==> src/sv/cfr_pkg.sv <==
// Shared types, codes and helper functions for the clock frame replacement block.
// Used by cfr_ctrl, cfr_dp and clock_frame_replacement; depends on nothing else.
package cfr_pkg;

   // Table geometry
   localparam int FRAMES  = 64;
   localparam int FRAME_W = $clog2(FRAMES);
   localparam int SCAN_W  = $clog2(2 * FRAMES);
   localparam int COUNT_W = $clog2(FRAMES + 1);

   // Stream widths
   localparam int REQ_W      = 13;
   localparam int REQ_DATA_W = 16;
   localparam int RSP_W      = 10;
   localparam int RSP_DATA_W = 16;

   // Operation codes
   localparam logic [2:0] OP_TRACK     = 3'd0;
   localparam logic [2:0] OP_RELEASE   = 3'd1;
   localparam logic [2:0] OP_EVICT     = 3'd2;
   localparam logic [2:0] OP_REFERENCE = 3'd3;
   localparam logic [2:0] OP_SET_PIN   = 3'd4;

   // Page kinds
   localparam logic [1:0] KIND_FILE = 2'd0;
   localparam logic [1:0] KIND_BIN  = 2'd1;
   localparam logic [1:0] KIND_ANON = 2'd2;

   // Victim actions
   localparam logic [1:0] ACT_DISCARD   = 2'd0;
   localparam logic [1:0] ACT_WRITEBACK = 2'd1;
   localparam logic [1:0] ACT_SWAP      = 2'd2;

   // Result status codes
   localparam logic [1:0] ST_OK    = 2'd0;
   localparam logic [1:0] ST_EMPTY = 2'd1;
   localparam logic [1:0] ST_NONE  = 2'd2;

   typedef logic [FRAME_W-1:0] frame_addr_type;
   typedef logic [5:0]         frame_field_type;

   // Request fields, operation in the lowest bits
   typedef struct packed {
      logic            is_write;
      logic            pin_value;
      logic [1:0]      page_kind;
      frame_field_type frame;
      logic [2:0]      operation;
   } request_type;

   // Result fields, status in the lowest bits
   typedef struct packed {
      logic [1:0]      victim_action;
      frame_field_type victim_frame;
      logic [1:0]      status;
   } result_type;

   // Per-frame record held in the frame memory
   typedef struct packed {
      logic       pinned;
      logic       accessed;
      logic       dirty;
      logic [1:0] kind;
   } record_type;

   typedef enum logic [2:0] {
      ST_IDLE,
      ST_READ,
      ST_WRITE,
      ST_EV_START,
      ST_EV_SCAN,
      ST_RESP
   } ctrl_state_type;

   typedef enum logic [1:0] {
      RD_REQ,
      RD_HAND,
      RD_PTR
   } rd_sel_type;

   // Commands from controller to datapath
   typedef struct packed {
      logic       load_req;
      rd_sel_type rd_sel;
      logic       apply_op;
      logic       ev_start;
      logic       ev_scan;
      logic       load_rsp;
   } cmd_type;

   // Status from datapath to controller
   typedef struct packed {
      logic is_evict;
      logic table_empty;
      logic victim_found;
      logic scan_last;
      logic rsp_free;
   } dp_status_type;

   // Step to the next frame, wrapping at the end of the table
   function automatic frame_addr_type next_addr(input frame_addr_type a);
      frame_addr_type r;
      if (a == frame_addr_type'(FRAMES - 1)) begin
         r = '0;
      end else begin
         r = a + frame_addr_type'(1);
      end
      return r;
   endfunction

   // Unknown kinds are stored as anonymous
   function automatic logic [1:0] clamp_kind(input logic [1:0] k);
      logic [1:0] r;
      if (k > KIND_ANON) begin
         r = KIND_ANON;
      end else begin
         r = k;
      end
      return r;
   endfunction

   // Choose what happens to the page held by a victim frame
   function automatic logic [1:0] pick_action(input record_type rec);
      logic [1:0] r;
      if (rec.kind == KIND_ANON) begin
         r = ACT_SWAP;
      end else if (rec.dirty) begin
         r = (rec.kind == KIND_FILE) ? ACT_WRITEBACK : ACT_SWAP;
      end else begin
         r = ACT_DISCARD;
      end
      return r;
   endfunction

endpackage

==> src/sv/cfr_ctrl.sv <==
// Controller state machine for the clock frame replacement block.
// Depends on cfr_pkg; drives cfr_dp through cmd_type and reads dp_status_type.
module cfr_ctrl
   import cfr_pkg::*;
(
   input  logic          clock,
   input  logic          reset,
   input  logic          req_tvalid,
   output logic          req_tready,
   input  dp_status_type sts,
   output cmd_type       cmd
);

   ctrl_state_type state_ff, state_in;

   // Hold state
   always_ff @(posedge clock) begin
      if (reset) begin
         state_ff <= ST_IDLE;
      end else begin
         state_ff <= state_in;
      end
   end

   // Sequence each request: fetch the frame record, then update or sweep
   always_comb begin
      state_in     = state_ff;
      req_tready   = 1'b0;
      cmd.load_req = 1'b0;
      cmd.rd_sel   = RD_REQ;
      cmd.apply_op = 1'b0;
      cmd.ev_start = 1'b0;
      cmd.ev_scan  = 1'b0;
      cmd.load_rsp = 1'b0;
      case (state_ff)
         ST_IDLE: begin
            req_tready = 1'b1;
            if (req_tvalid) begin
               cmd.load_req = 1'b1;
               state_in     = ST_READ;
            end
         end
         ST_READ: begin
            cmd.rd_sel = RD_REQ;
            state_in   = sts.is_evict ? ST_EV_START : ST_WRITE;
         end
         ST_WRITE: begin
            cmd.apply_op = 1'b1;
            state_in     = ST_RESP;
         end
         ST_EV_START: begin
            cmd.ev_start = 1'b1;
            cmd.rd_sel   = RD_HAND;
            state_in     = sts.table_empty ? ST_RESP : ST_EV_SCAN;
         end
         ST_EV_SCAN: begin
            cmd.ev_scan = 1'b1;
            cmd.rd_sel  = RD_PTR;
            if (sts.victim_found || sts.scan_last) begin
               state_in = ST_RESP;
            end
         end
         ST_RESP: begin
            if (sts.rsp_free) begin
               cmd.load_rsp = 1'b1;
               state_in     = ST_IDLE;
            end
         end
         default: begin
            state_in = ST_IDLE;
         end
      endcase
   end

endmodule

==> src/sv/cfr_dp.sv <==
// Datapath for the clock frame replacement block: frame memory, resident bits,
// clock hand, sweep counters and the result register. Depends on cfr_pkg.
module cfr_dp
   import cfr_pkg::*;
(
   input  logic                  clock,
   input  logic                  reset,
   input  cmd_type               cmd,
   output dp_status_type         sts,
   input  logic [REQ_DATA_W-1:0] req_tdata,
   output logic                  rsp_tvalid,
   input  logic                  rsp_tready,
   output logic [RSP_DATA_W-1:0] rsp_tdata
);

   record_type     frame_mem [FRAMES];
   logic [FRAMES-1:0] resident_ff;
   logic [COUNT_W-1:0] count_ff, count_in;
   frame_addr_type hand_ff, hand_in;
   frame_addr_type ptr_ff;
   frame_addr_type addr_q_ff;
   logic [SCAN_W-1:0] cnt_ff;
   logic           res_q_ff;
   record_type     rdata_ff;
   request_type    req_ff;
   result_type     res_ff, res_in;
   result_type     rsp_ff;
   logic           rsp_valid_ff;

   frame_addr_type rd_addr;
   record_type     rec;
   record_type     wr_data;
   logic           wr_en;
   logic           res_set;
   logic           res_clr;
   logic           eligible;
   logic           victim;
   logic           req_ok;

   // Select the frame to read this cycle
   always_comb begin
      case (cmd.rd_sel)
         RD_REQ:  rd_addr = frame_addr_type'(req_ff.frame);
         RD_HAND: rd_addr = hand_ff;
         RD_PTR:  rd_addr = ptr_ff;
         default: rd_addr = frame_addr_type'(req_ff.frame);
      endcase
   end

   // A frame that is not resident reads as an empty record
   assign rec      = res_q_ff ? rdata_ff : '0;
   assign eligible = res_q_ff & ~rdata_ff.pinned;
   assign victim   = eligible & ~rdata_ff.accessed;
   assign req_ok   = int'(req_ff.frame) < FRAMES;

   // Status towards the controller
   assign sts.is_evict     = (req_ff.operation == OP_EVICT);
   assign sts.table_empty  = (count_ff == '0);
   assign sts.victim_found = victim;
   assign sts.scan_last    = (cnt_ff == SCAN_W'(2 * FRAMES - 1));
   assign sts.rsp_free     = ~rsp_valid_ff | rsp_tready;

   // Work out record, residency, hand and result updates
   always_comb begin
      wr_en    = 1'b0;
      wr_data  = rec;
      res_set  = 1'b0;
      res_clr  = 1'b0;
      count_in = count_ff;
      hand_in  = hand_ff;
      res_in   = res_ff;
      if (cmd.apply_op) begin
         res_in        = '0;
         res_in.status = ST_OK;
         if (req_ok) begin
            case (req_ff.operation)
               OP_TRACK: begin
                  wr_en            = 1'b1;
                  wr_data.pinned   = req_ff.pin_value;
                  wr_data.accessed = 1'b0;
                  wr_data.dirty    = 1'b0;
                  wr_data.kind     = clamp_kind(req_ff.page_kind);
                  res_set          = 1'b1;
                  if (!res_q_ff) begin
                     count_in = count_ff + COUNT_W'(1);
                  end
               end
               OP_RELEASE: begin
                  if (res_q_ff) begin
                     res_clr  = 1'b1;
                     count_in = count_ff - COUNT_W'(1);
                  end
               end
               OP_REFERENCE: begin
                  if (res_q_ff) begin
                     wr_en            = 1'b1;
                     wr_data.accessed = 1'b1;
                     wr_data.dirty    = rec.dirty | req_ff.is_write;
                  end
               end
               OP_SET_PIN: begin
                  if (res_q_ff) begin
                     wr_en          = 1'b1;
                     wr_data.pinned = req_ff.pin_value;
                  end
               end
               default: begin
               end
            endcase
         end
      end else if (cmd.ev_start) begin
         res_in = '0;
         res_in.status = sts.table_empty ? ST_EMPTY : ST_OK;
      end else if (cmd.ev_scan) begin
         // Second chance: drop the accessed bit and move on
         if (eligible && rdata_ff.accessed) begin
            wr_en            = 1'b1;
            wr_data.accessed = 1'b0;
         end
         if (victim) begin
            res_clr              = 1'b1;
            count_in             = count_ff - COUNT_W'(1);
            hand_in              = next_addr(addr_q_ff);
            res_in.status        = ST_OK;
            res_in.victim_frame  = frame_field_type'(addr_q_ff);
            res_in.victim_action = pick_action(rdata_ff);
         end else if (sts.scan_last) begin
            res_in.status = ST_NONE;
         end
      end
   end

   // Frame memory: registered read, single write port
   always_ff @(posedge clock) begin
      rdata_ff <= frame_mem[rd_addr];
      if (wr_en) begin
         frame_mem[addr_q_ff] <= wr_data;
      end
   end

   // Control state: resident bits, fill count, clock hand, result valid
   always_ff @(posedge clock) begin
      if (reset) begin
         resident_ff  <= '0;
         count_ff     <= '0;
         hand_ff      <= '0;
         rsp_valid_ff <= 1'b0;
      end else begin
         if (res_set) begin
            resident_ff[addr_q_ff] <= 1'b1;
         end
         if (res_clr) begin
            resident_ff[addr_q_ff] <= 1'b0;
         end
         count_ff <= count_in;
         hand_ff  <= hand_in;
         if (cmd.load_rsp) begin
            rsp_valid_ff <= 1'b1;
         end else if (rsp_tready) begin
            rsp_valid_ff <= 1'b0;
         end
      end
   end

   // Payload registers: request, read pipeline, sweep pointer, results
   always_ff @(posedge clock) begin
      res_q_ff  <= resident_ff[rd_addr];
      addr_q_ff <= rd_addr;
      res_ff    <= res_in;
      if (cmd.load_req) begin
         req_ff <= request_type'(req_tdata[REQ_W-1:0]);
      end
      if (cmd.ev_start) begin
         ptr_ff <= next_addr(hand_ff);
         cnt_ff <= '0;
      end else if (cmd.ev_scan) begin
         ptr_ff <= next_addr(ptr_ff);
         cnt_ff <= cnt_ff + SCAN_W'(1);
      end
      if (cmd.load_rsp) begin
         rsp_ff <= res_ff;
      end
   end

   assign rsp_tvalid = rsp_valid_ff;
   assign rsp_tdata  = {{(RSP_DATA_W - RSP_W){1'b0}}, rsp_ff};

endmodule

==> src/sv/clock_frame_replacement.sv <==
// Frame table with second-chance clock replacement. Track, release, reference and
// set pin read the frame record and then apply the update; evict reports an empty
// table, or else sweeps the frame memory one frame per cycle from the clock hand
// (at most two passes) until it finds a victim.
// One request is in work at a time; the next is taken while the last result waits.
// Synchronous reset empties the table.
module clock_frame_replacement
   import cfr_pkg::*;
(
   input  logic                  clock,
   input  logic                  reset,
   input  logic                  req_tvalid,
   output logic                  req_tready,
   // operation[2:0], frame[8:3], page_kind[10:9], pin_value[11], is_write[12]
   input  logic [REQ_DATA_W-1:0] req_tdata,
   output logic                  rsp_tvalid,
   input  logic                  rsp_tready,
   // status[1:0], victim_frame[7:2], victim_action[9:8]
   output logic [RSP_DATA_W-1:0] rsp_tdata
);

   cmd_type       cmd;
   dp_status_type sts;

   cfr_ctrl u_ctrl (
      .clock      (clock),
      .reset      (reset),
      .req_tvalid (req_tvalid),
      .req_tready (req_tready),
      .sts        (sts),
      .cmd        (cmd)
   );

   cfr_dp u_dp (
      .clock      (clock),
      .reset      (reset),
      .cmd        (cmd),
      .sts        (sts),
      .req_tdata  (req_tdata),
      .rsp_tvalid (rsp_tvalid),
      .rsp_tready (rsp_tready),
      .rsp_tdata  (rsp_tdata)
   );

   // Every request keeps the block busy for at least the next cycle
   assert property (@(posedge clock) disable iff (reset)
      (req_tvalid && req_tready) |=> !req_tready)
      else $error("request taken while previous one still in work");

   // Only defined status codes leave the block
   assert property (@(posedge clock) disable iff (reset)
      rsp_tvalid |-> (rsp_tdata[1:0] == ST_OK || rsp_tdata[1:0] == ST_EMPTY
                      || rsp_tdata[1:0] == ST_NONE))
      else $error("undefined status in result");

   // A failed evict reports no victim
   assert property (@(posedge clock) disable iff (reset)
      (rsp_tvalid && rsp_tdata[1:0] != ST_OK) |-> (rsp_tdata[9:2] == '0))
      else $error("victim reported with error status");

   // A sweep never starts on an empty table
   assert property (@(posedge clock) disable iff (reset)
      cmd.ev_scan |-> $past(cmd.ev_scan) || !$past(sts.table_empty))
      else $error("sweep entered with empty table");

endmodule

==> config.mk <==
export PLATFORM = sky130hd
export DESIGN_NAME = clock_frame_replacement
export DESIGN_NICKNAME = d
export VERILOG_FILES = /design/src/sv/cfr_pkg.sv /design/src/sv/cfr_ctrl.sv /design/src/sv/cfr_dp.sv /design/src/sv/clock_frame_replacement.sv
export SDC_FILE = /design/constraint.sdc
export NUM_CORES = 1
export LEC_CHECK = 0
export BUFFER_PORTS_ARGS = -buffer_cell sky130_fd_sc_hd__buf_4
export CAP_MARGIN = 20
export CELL_PAD_IN_SITES_DETAIL_PLACEMENT = 1
export CELL_PAD_IN_SITES_GLOBAL_PLACEMENT = 2
export CORE_MARGIN = 2
export CORE_UTILIZATION = 43
export DETAILED_ROUTE_END_ITERATION = 16
export HOLD_SLACK_MARGIN = 0.08
export PLACE_DENSITY = 0.82
export SLEW_MARGIN = 10
export SYNTH_ARGS = -nofsm -noshare
export SYNTH_HDL_FRONTEND = slang
export SYNTH_SLANG_ARGS = --single-unit
==> constraint.sdc <==
create_clock -name clock -period 6 [get_ports clock]
set_clock_uncertainty 0.2 [all_clocks]
set_input_delay 0.3 -clock clock [delete_from_list [all_inputs] [get_ports clock]]
set_output_delay 0.3 -clock clock [all_outputs]
set_load 0.05 [all_outputs]
Yosys cells after proc, flatten, opt, wreduce, memory -nomap -nowiden
Memory sizes are Yosys's and may differ from the RTL's. A register that Yosys moved wholly into a read port is not among the register bits. Cells that the tools add are included. Widths: inputs -> output; s select.

Register bits after elaboration: 134. Logic and storage cells: 158. Bits in writable memories: 320. Memory bits (read-only): 0. Output and inout port bits: 18. Bits in latches: 0. Memories: 1. Bits of input ports: 20.

Memory list: u_dp.frame_mem (depth 64, bits a word 5, rd ports 1, clocked after Yosys merged registers in 1, write ports 1, RTL line cfr_dp.sv:16) `record_type frame_mem [FRAMES];`.

Reduce and logical (&&, ||, !) cells: 19. Multipliers: 0. Eq/ne operators: 23. Div/mod/pow operators: 0. Shift-type cells: 0. $lt $le $gt $ge: 4. Bitwise logic cells: 12. Mux-type cells: 73. Add/sub/neg operators: 6.

Operators by type and width (number): $mux 64 (3); $and 64x64->64 (1); $not 64->64 (1); $or 64x64->64 (1); $mux 7 (6); $mux 1 (35); $mux 6 (5); $mux 2 (10); $add 6x1->6 const B (3); $eq 6x6->1 const B (3); $pmux 3 s6 (1); $add 7x1->7 const B (2); $lt 6x7->1 const B (2); $pmux 7 s2 (1); $eq 3x2->1 const B (4); $mux 3 (4); $pmux 6 s2 (1); $eq 3x3->1 const B (3); $pmux 2 s2 (2); $reduce_bool 2->1 (4); $eq 7x7->1 const B (1); $logic_not 7->1 (1); $sub 7x1->7 const B (1); $bmux 1 s6 (1); other kinds (26) (41).

Longest topological paths before layout
Gate-level depths: netlist (run 1).

Depth after elaboration: 9. Gate-level depth with buffers: 14. Mapped depth without buffers: 9.

Modules after synthesis
A second synthesis (run 1) with hierarchy kept.

Cell total of the unflattened synthesis: 1609. Area total of the unflattened synthesis: 19427.4 um^2.

By module, submodules not included: cfr_dp (area each 19192.2 um^2, cells an instance 1582, times used 1); cfr_ctrl (area each 235.2 um^2, cells an instance 27, times used 1).

Least setup slack after synthesis (run 1)
Ideal clock, no wire load.

Kind: reg-to-reg. From: reg u_ctrl.state_ff[2]. To: mem u_dp.frame_mem[0][2] (netlist name), data pin. Path slack: 867 ps. Data arrival time: 4221 ps. Cell stages (with the launch flop): 10. Cell sequence: dfxtp_1 -> buf_6 -> buf_2 -> nand2b_1 -> nor2_1 -> nand2_1 -> nor2_1 -> buf_2 -> buf_1 -> nor3b_1.

RTL lines: from (decl) (RTL line cfr_ctrl.sv:14) `ctrl_state_type state_ff, state_in;`; from (signal assigned) (RTL line cfr_ctrl.sv:21) `state_ff <= state_in;`; to (decl) (RTL line cfr_dp.sv:16).

==> qor.txt, run 1 <==
Outcome: finished, final reports clean
Critical path class: flip-flop to flip-flop
Wire length on met1: 24.0 mm
Worst hold path stage count: 2
DP Wirelength: 34.0 mm
Die W: 218 um
Met2 Routed Length: 25.9 mm
Hold Fails Final Rpt: 0
Setup violators final: 0
Synth warn: 0
Post-Syn Instances: 1,713
Synth Area per Inst: 11.5 um^2
Post-CTS sizing: 0
Num CTS Buffers: 49
ANT cells: 0
CTS tree: done
Leakage: 7.54 nW
Endpoint type of the worst setup path: flip-flop
Routed length per placed instance: 22.9 um
Clock Latency Late Sink: 0.60 ns
CP required: 6.12 ns
Final period utilization: 0.736
Post-synth top flop: edfxtp_1
Arrival time worst endpoint: 4.53 ns
Final min period: 4.42 ns
RSZ-0062 raised after global routing: no
Vias after detailed routing: 13,437
PortBufs: 28
Power Density: 371 nW/um^2
Total track usage: 0.230
Max-slew violations: 0
Area delta synth->final: 12.6%
Quantity of hold-fixing buffers added after cts: 15
Cell Area, Synth: 19,800 um^2
Routed Antenna Nets: 0
Ys async rst share: 0
Clk sinks: 459
Site Rows: 78
Vias in the first global route: 14,125
Crit path launch type: flip-flop
Yosys reg bits: 459
Max-Cap Viols: 0
Yosys cell types: 66
Yosys top cell by area: edfxtp_1
Hold Crit Endpoint: u_dp.count_ff[2]$_SDFFE_PP0P_
Io pins: 38
Initial core utilization: 0.436
Final core occ: 0.491
Reg2reg path depth: 7
Max layer used: met4
Htree depth: 2
Reg-to-Reg Start: u_ctrl.state_ff[1]$_SDFFE_PP0P_
Worst hold path class: input pin to flip-flop
Clk pin slew, worst setup/hold paths: 0.06 ns
Reg2reg setup slack: 1.58 ns
Synth area leaders: edfxtp_1 53%, dfxtp_1 11%, nand2_1 6.5%, mux2i_1 5.9%, nor2_1 3.2%
Starting DRT DRC Count: 875
Antenna violations before repair: 0
First-pass DRT Iterations: 5
Gr ovfl total: 0
Ratio of cells with drive above 1 in the final layout: 0.0976
Core ar.: 45,400 um^2
Root Buffer: clkbuf_16
CP Max Fanout: 40
Worst slew margin: 0.301
Seq/Total Area, Yosys: 0.642
Share of the synthesized area in the top cell type: 0.530
Worst Tran Pin Value: 1.04 ns
Worst reg2reg endpoint: u_dp.frame_mem[42][0]$_DFFE_PP_
Pin count of the biggest net entering global routing: 82
GP Congestion: 0.810
Worst Hold Launch: reset
Post-route setup TNS: 0 ns
# nets final: 1,737
Post CTS Setup Buffer Count: 0
Met3 routed WL: 2.27 mm
Die H: 218 um
DIE AREA: 47,700 um^2
Max Freq: 226 MHz
EDFF count, synth: 349
CTS Buffer Depth: 3
VDD IR max: 267 uV
Routed wire length: 53.9 mm
DR vias/cell: 5.71
First-pass GRT wire length: 83.4 mm
Remaining DRCs: 0
## metal layers
layer,track usage,vias to the layer above
li1,-,6242
met1,0.307,6850
met2,0.379,259
met3,0.0356,86
met4,0.0880,0
met5,0,-
## layout by cell type, fill, tap and decap left out, types with 6 or more instances in the layout
cell / n
a21boi_0: 6
a21oi_1: 28
a31oi_1: 61
a32oi_1: 42
and3_1: 28
and4b_1: 6
buf_4: 54
clkbuf_1: 11
clkbuf_16: 51
clkinv_1: 8
clkinv_2: 12
conb_1: 6
dfxtp_1: 110
dlygate4sd3_1: 15
edfxtp_1: 349
ha_1: 6
inv_1: 7
mux2_2: 12
mux2i_1: 116
nand2_1: 341
nand3_1: 47
nand4_1: 6
nor2_1: 167
nor2b_1: 17
nor3_1: 71
o211ai_1: 17
o21ai_0: 24
o22ai_1: 9
xnor2_1: 9
xor2_1: 14
## Yosys cell counts, drive strengths merged (28+ instances only)
| cell | number |
|---|---|
| nand3 | 47 |
| mux2i | 116 |
| and3 | 28 |
| buf | 62 |
| a31oi | 62 |
| clkbuf | 69 |
| dfxtp | 110 |
| a32oi | 43 |
| o21ai | 32 |
| nor3 | 74 |
| nor2 | 168 |
| a21oi | 28 |
| edfxtp | 349 |
| nand2 | 342 |
## logic make-up (layout without fill, tap and decap cells)
logic type / count (synthesis) / after routing / share of synthesized area
compound gates: 235 / 235 / 0.0856
xor+xnor: 23 / 23 / 0.0102
fa+ha+maj: 6 / 6 / 0.00380
buf+inv: 143 / 177 / 0.0343
flops: 459 / 459 / 0.642
mux: 128 / 128 / 0.0656
other cells: 1 / 6 / 0.000190
simple gates: 718 / 718 / 0.159
## critical path, stage by stage, from the launching register on
cell	delay (ns)
dfxtp_1	0.76
nand2b_1	0.32
nor2_1	0.62
nand2_1	0.33
nor2_4	0.73
nand3b_1	0.23
o21ai_4	0.35
buf_4	0.56
## registers in the layout, summed over array words and instances, names as in the netlist, 3 cells and up
register,cells
u_dp.addr_q_ff,6
u_dp.rsp_tdata,10
u_dp.hand_ff,6
u_ctrl.state_ff,3
u_dp.frame_mem,320
u_dp.rdata_ff,5
u_dp.req_ff,13
u_dp.cnt_ff,7
u_dp.count_ff,7
u_dp.ptr_ff,6
u_dp.res_ff,10
u_dp.resident_ff,64
## worst max path at each step
stage                                          startpoint                               to  slack (ns)  cells after the start
after floorplan           u_ctrl.state_ff[2]$_SDFFE_PP0P_   u_dp.frame_mem[0][2]$_DFFE_PP_        0.87                      9
after global placement    u_ctrl.state_ff[2]$_SDFFE_PP0P_  u_dp.frame_mem[43][0]$_DFFE_PP_        1.71                      7
after detailed placement  u_ctrl.state_ff[2]$_SDFFE_PP0P_         u_dp.rdata_ff[2]$_DFF_P_        1.53                      9
after CTS                 u_ctrl.state_ff[2]$_SDFFE_PP0P_         u_dp.rdata_ff[2]$_DFF_P_        1.57                      9
after global routing      u_ctrl.state_ff[1]$_SDFFE_PP0P_  u_dp.frame_mem[43][0]$_DFFE_PP_        1.37                      7
final                     u_ctrl.state_ff[1]$_SDFFE_PP0P_  u_dp.frame_mem[42][0]$_DFFE_PP_        1.58                      7
## where the power goes
group	switching, mW	internal (mW)	total (mW)
clock	1.25	1.74	2.99
sequential	0.130	3.72	3.85
combinational	1.02	0.399	1.42
total	2.40	5.85	8.25
## cell type report
type / instances / area, um^2
tap: 600 / 751
fill: 4713 / 23100
clock inverter: 26 / 218
multi-input combinational: 1116 / 6560
clock buffer: 66 / 1370
sequential: 459 / 12700
inverter: 12 / 50.0
timing repair buffer: 73 / 627
## stage by stage
| step | setup slack [ns] | hold WS, ns | instances | power, mW | instance area, um^2 |
|---|---|---|---|---|---|
| final | 1.58 | 0.113 | 2352 | 8.25 | 22300 |
| after global routing | 1.37 | 0.176 | 2352 | 8.54 | 22300 |
| after CTS | 1.57 | 0.138 | 2349 | 8.31 | 22200 |
| after detailed placement | 1.53 | 0.220 | 2242 | 5.31 | 20500 |
| after global placement | 1.71 | 0.229 | 2242 | 5.27 | 20500 |
| after floorplan | 0.867 | 0.199 | 1718 | 4.76 | 19800 |
Power figures use the tool's default switching activity.
==> run 2, diff against run 1 <==
--- a/config.mk
+++ b/config.mk
@@ -10,10 +10,10 @@
 export CELL_PAD_IN_SITES_DETAIL_PLACEMENT = 1
 export CELL_PAD_IN_SITES_GLOBAL_PLACEMENT = 2
 export CORE_MARGIN = 2
-export CORE_UTILIZATION = 43
+export CORE_UTILIZATION = 39
 export DETAILED_ROUTE_END_ITERATION = 16
 export HOLD_SLACK_MARGIN = 0.08
-export PLACE_DENSITY = 0.82
+export PLACE_DENSITY = 0.78
 export SLEW_MARGIN = 10
 export SYNTH_ARGS = -nofsm -noshare
 export SYNTH_HDL_FRONTEND = slang
==> constraint.sdc (replaced) <==
create_clock -name clock -period 4 [get_ports clock]
set_clock_uncertainty 0.2 [all_clocks]
set_input_delay 0.2 -clock clock [delete_from_list [all_inputs] [get_ports clock]]
set_output_delay 0.2 -clock clock [all_outputs]
set_load 0.05 [all_outputs]
==> qor.txt, run 2 (synthesis results as in run 1) <==
Hold Fails Final Rpt: 0 (unchanged)
Commonest non-fill, non-tap cell in the layout: edfxtp_1 (unchanged)
Outcome: finished, final reports clean (unchanged)
Leakage: 7.71 nW (was 7.54 nW)
DIE AREA: 52,500 um^2 (was 47,700 um^2)
Pin count of the biggest net entering global routing: 163 (was 82)
Total track usage: 0.210 (was 0.230)
Ratio of cells with drive above 1 in the final layout: 0.109 (was 0.0976)
Endpoint type of the worst setup path: flip-flop (unchanged)
DR vias/cell: 5.54 (was 5.71)
Post-route cell area: 22,700 um^2 (was 22,300 um^2)
Starting DRT DRC Count: 825 (was 875)
Worst slew margin: 0.298 (was 0.301)
Routed length per placed instance: 22.7 um (was 22.9 um)
CP required: 4.26 ns (was 6.12 ns)
Initial core utilization: 0.395 (was 0.436)
ANT cells: 0 (unchanged)
RSZ-0062 raised after global routing: no (unchanged)
First-pass DRT Iterations: 7 (was 5)
Post-route setup TNS: 0 ns (unchanged)
Vias in the first global route: 14,105 (was 14,125)
Filler Cells Inserted: 5,368 (was 4,713)
CP max stage cell: dfxtp_1 (unchanged)
Routed Antenna Nets: 0 (unchanged)
Gr ovfl total: 0 (unchanged)
Core ar.: 50,100 um^2 (was 45,400 um^2)
Largest regs: u_dp.frame_mem (320), u_dp.resident_ff (64), u_dp.req_ff (13) (unchanged)
Critical path cell sequence: nor3b_1 > o21ai_1 > nand2_4 > buf_12 > mux2i_1 > a32oi_1 > and3_1 > o41a_1 > a2111o_1 (was nand2b_1 > nor2_1 > nand2_1 > nor2_4 > nand3b_1 > o21ai_4 > buf_4)
Io pins: 38 (unchanged)
Antenna violations before repair: 0 (unchanged)
Final core occ: 0.453 (was 0.491)
Most frequent cells in the layout: 349 x edfxtp_1, 341 x nand2_1, 167 x nor2_1 (unchanged)
Setup violators final: 0 (unchanged)
Max-Cap Viols: 0 (unchanged)
Placement Cell Area: 20,900 um^2 (was 20,500 um^2)
Num CTS Buffers: 48 (was 49)
VDD IR max: 301 uV (was 267 uV)
Worst Tran Pin Value: 1.05 ns (was 1.04 ns)
Post-CTS sizing: 0 (unchanged)
Area of the multi-input gates: 6570 um^2 (was 6560 um^2)
Max Freq: 265 MHz (was 226 MHz)
Arrival time worst endpoint: 4.04 ns (was 4.53 ns)
Most flops, register: u_dp.frame_mem (unchanged)
Critical path class: flip-flop to flip-flop (unchanged)
Die H: 229 um (was 218 um)
Storage cell area: 12,700 um^2 (unchanged)
Final period utilization: 0.945 (was 0.736)
CTS tree: done (unchanged)
Remaining DRCs: 0 (unchanged)
Clk pin slew, worst setup/hold paths: 0.06 ns (about the same)
Final min period: 3.78 ns (was 4.42 ns)
Site Rows: 82 (was 78)
GP Congestion: 0.805 (was 0.810)
# nets final: 1,759 (was 1,737)
Root Buffer: clkbuf_16 (unchanged)
CTS Buffer Depth: 3 (unchanged)
Vias after detailed routing: 13,549 (was 13,437)
Power Density: 561 nW/um^2 (was 371 nW/um^2)
Clock Latency Late Sink: 0.59 ns (was 0.60 ns)
First-pass GRT wire length: 85.3 mm (was 83.4 mm)
Quantity of hold-fixing buffers added after cts: 16 (was 15)
CP max stage delay: 0.72 ns (was 0.76 ns)
Area delta synth->final: 14.8% (was 12.6%)
Max-slew violations: 0 (unchanged)
Routed wire length: 55.6 mm (was 53.9 mm)
Clk sinks: 459 (unchanged)
PortBufs: 28 (unchanged)
Die W: 229 um (was 218 um)
Crit path launch type: flip-flop (unchanged)
Post CTS Setup Buffer Count: 0 (unchanged)
Max reg flops: 320 (unchanged)
Worst hold path class: input pin to flip-flop (unchanged)
CP Max Fanout: 162 (was 40)
Htree depth: 2 (unchanged)
DP Wirelength: 35.2 mm (was 34.0 mm)
==> run 2: metal layers <==
layer  global-route usage  part of all wire
met5                    0                 0
met1                0.288              0.46
met4               0.0637             0.025
met2                0.351              0.48
met3               0.0264             0.036
==> run 2: report_power, final <==
group	leakage, nW	total, mW	switching [mW]	internal [mW]
clock network	0.805	4.68	1.88	2.80
logic	2.81	2.31	1.60	0.708
registers	4.10	5.73	0.166	5.57
==> run 2: stage by stage <==
step                instances  hold slack [ns]  setup WS (ns)  power (mW)
floorplan                1718           0.0989          -1.01        7.13
global placement         2339            0.179          0.336        8.06
detailed placement       2339            0.179          0.265        8.13
CTS                      2445            0.104          0.243        12.8
global route             2445            0.133         0.0483        13.1
finish                   2445            0.135          0.220        12.7
==> run 2: final timing paths <==
kind	start	to	slack, ns	cells past startpoint
setup / recovery	u_ctrl.state_ff[1]$_SDFFE_PP0P_	u_dp.rdata_ff[0]$_DFF_P_	0.22	9
hold / removal	req_tdata[4]	u_dp.req_ff[4]$_DFFE_PP_	0.13	2
setup reg to reg	u_ctrl.state_ff[1]$_SDFFE_PP0P_	u_dp.rdata_ff[0]$_DFF_P_	0.22	9
hold reg to reg	u_dp.res_ff[7]$_SDFFE_PP0P_	u_dp.rsp_tdata[7]$_DFFE_PP_	0.23	0
==> run 2: cell type report <==
cell class,count,area share
clock buffers,63,0.0586
clock inverters,27,0.0142
inverters,12,0.00221
multi-input cells,1116,0.289
flip-flops and latches,459,0.559
well taps,672,0.0371
repair buffers,96,0.0396
==> run 2: critical path, delay by kind of cell, from the launching register on <==
family | cells | cell delay, ns
simple gates | 3 | 0.64
buf+inv | 1 | 0.62
mux | 1 | 0.35
compound gates | 4 | 0.91
flops | 1 | 0.72
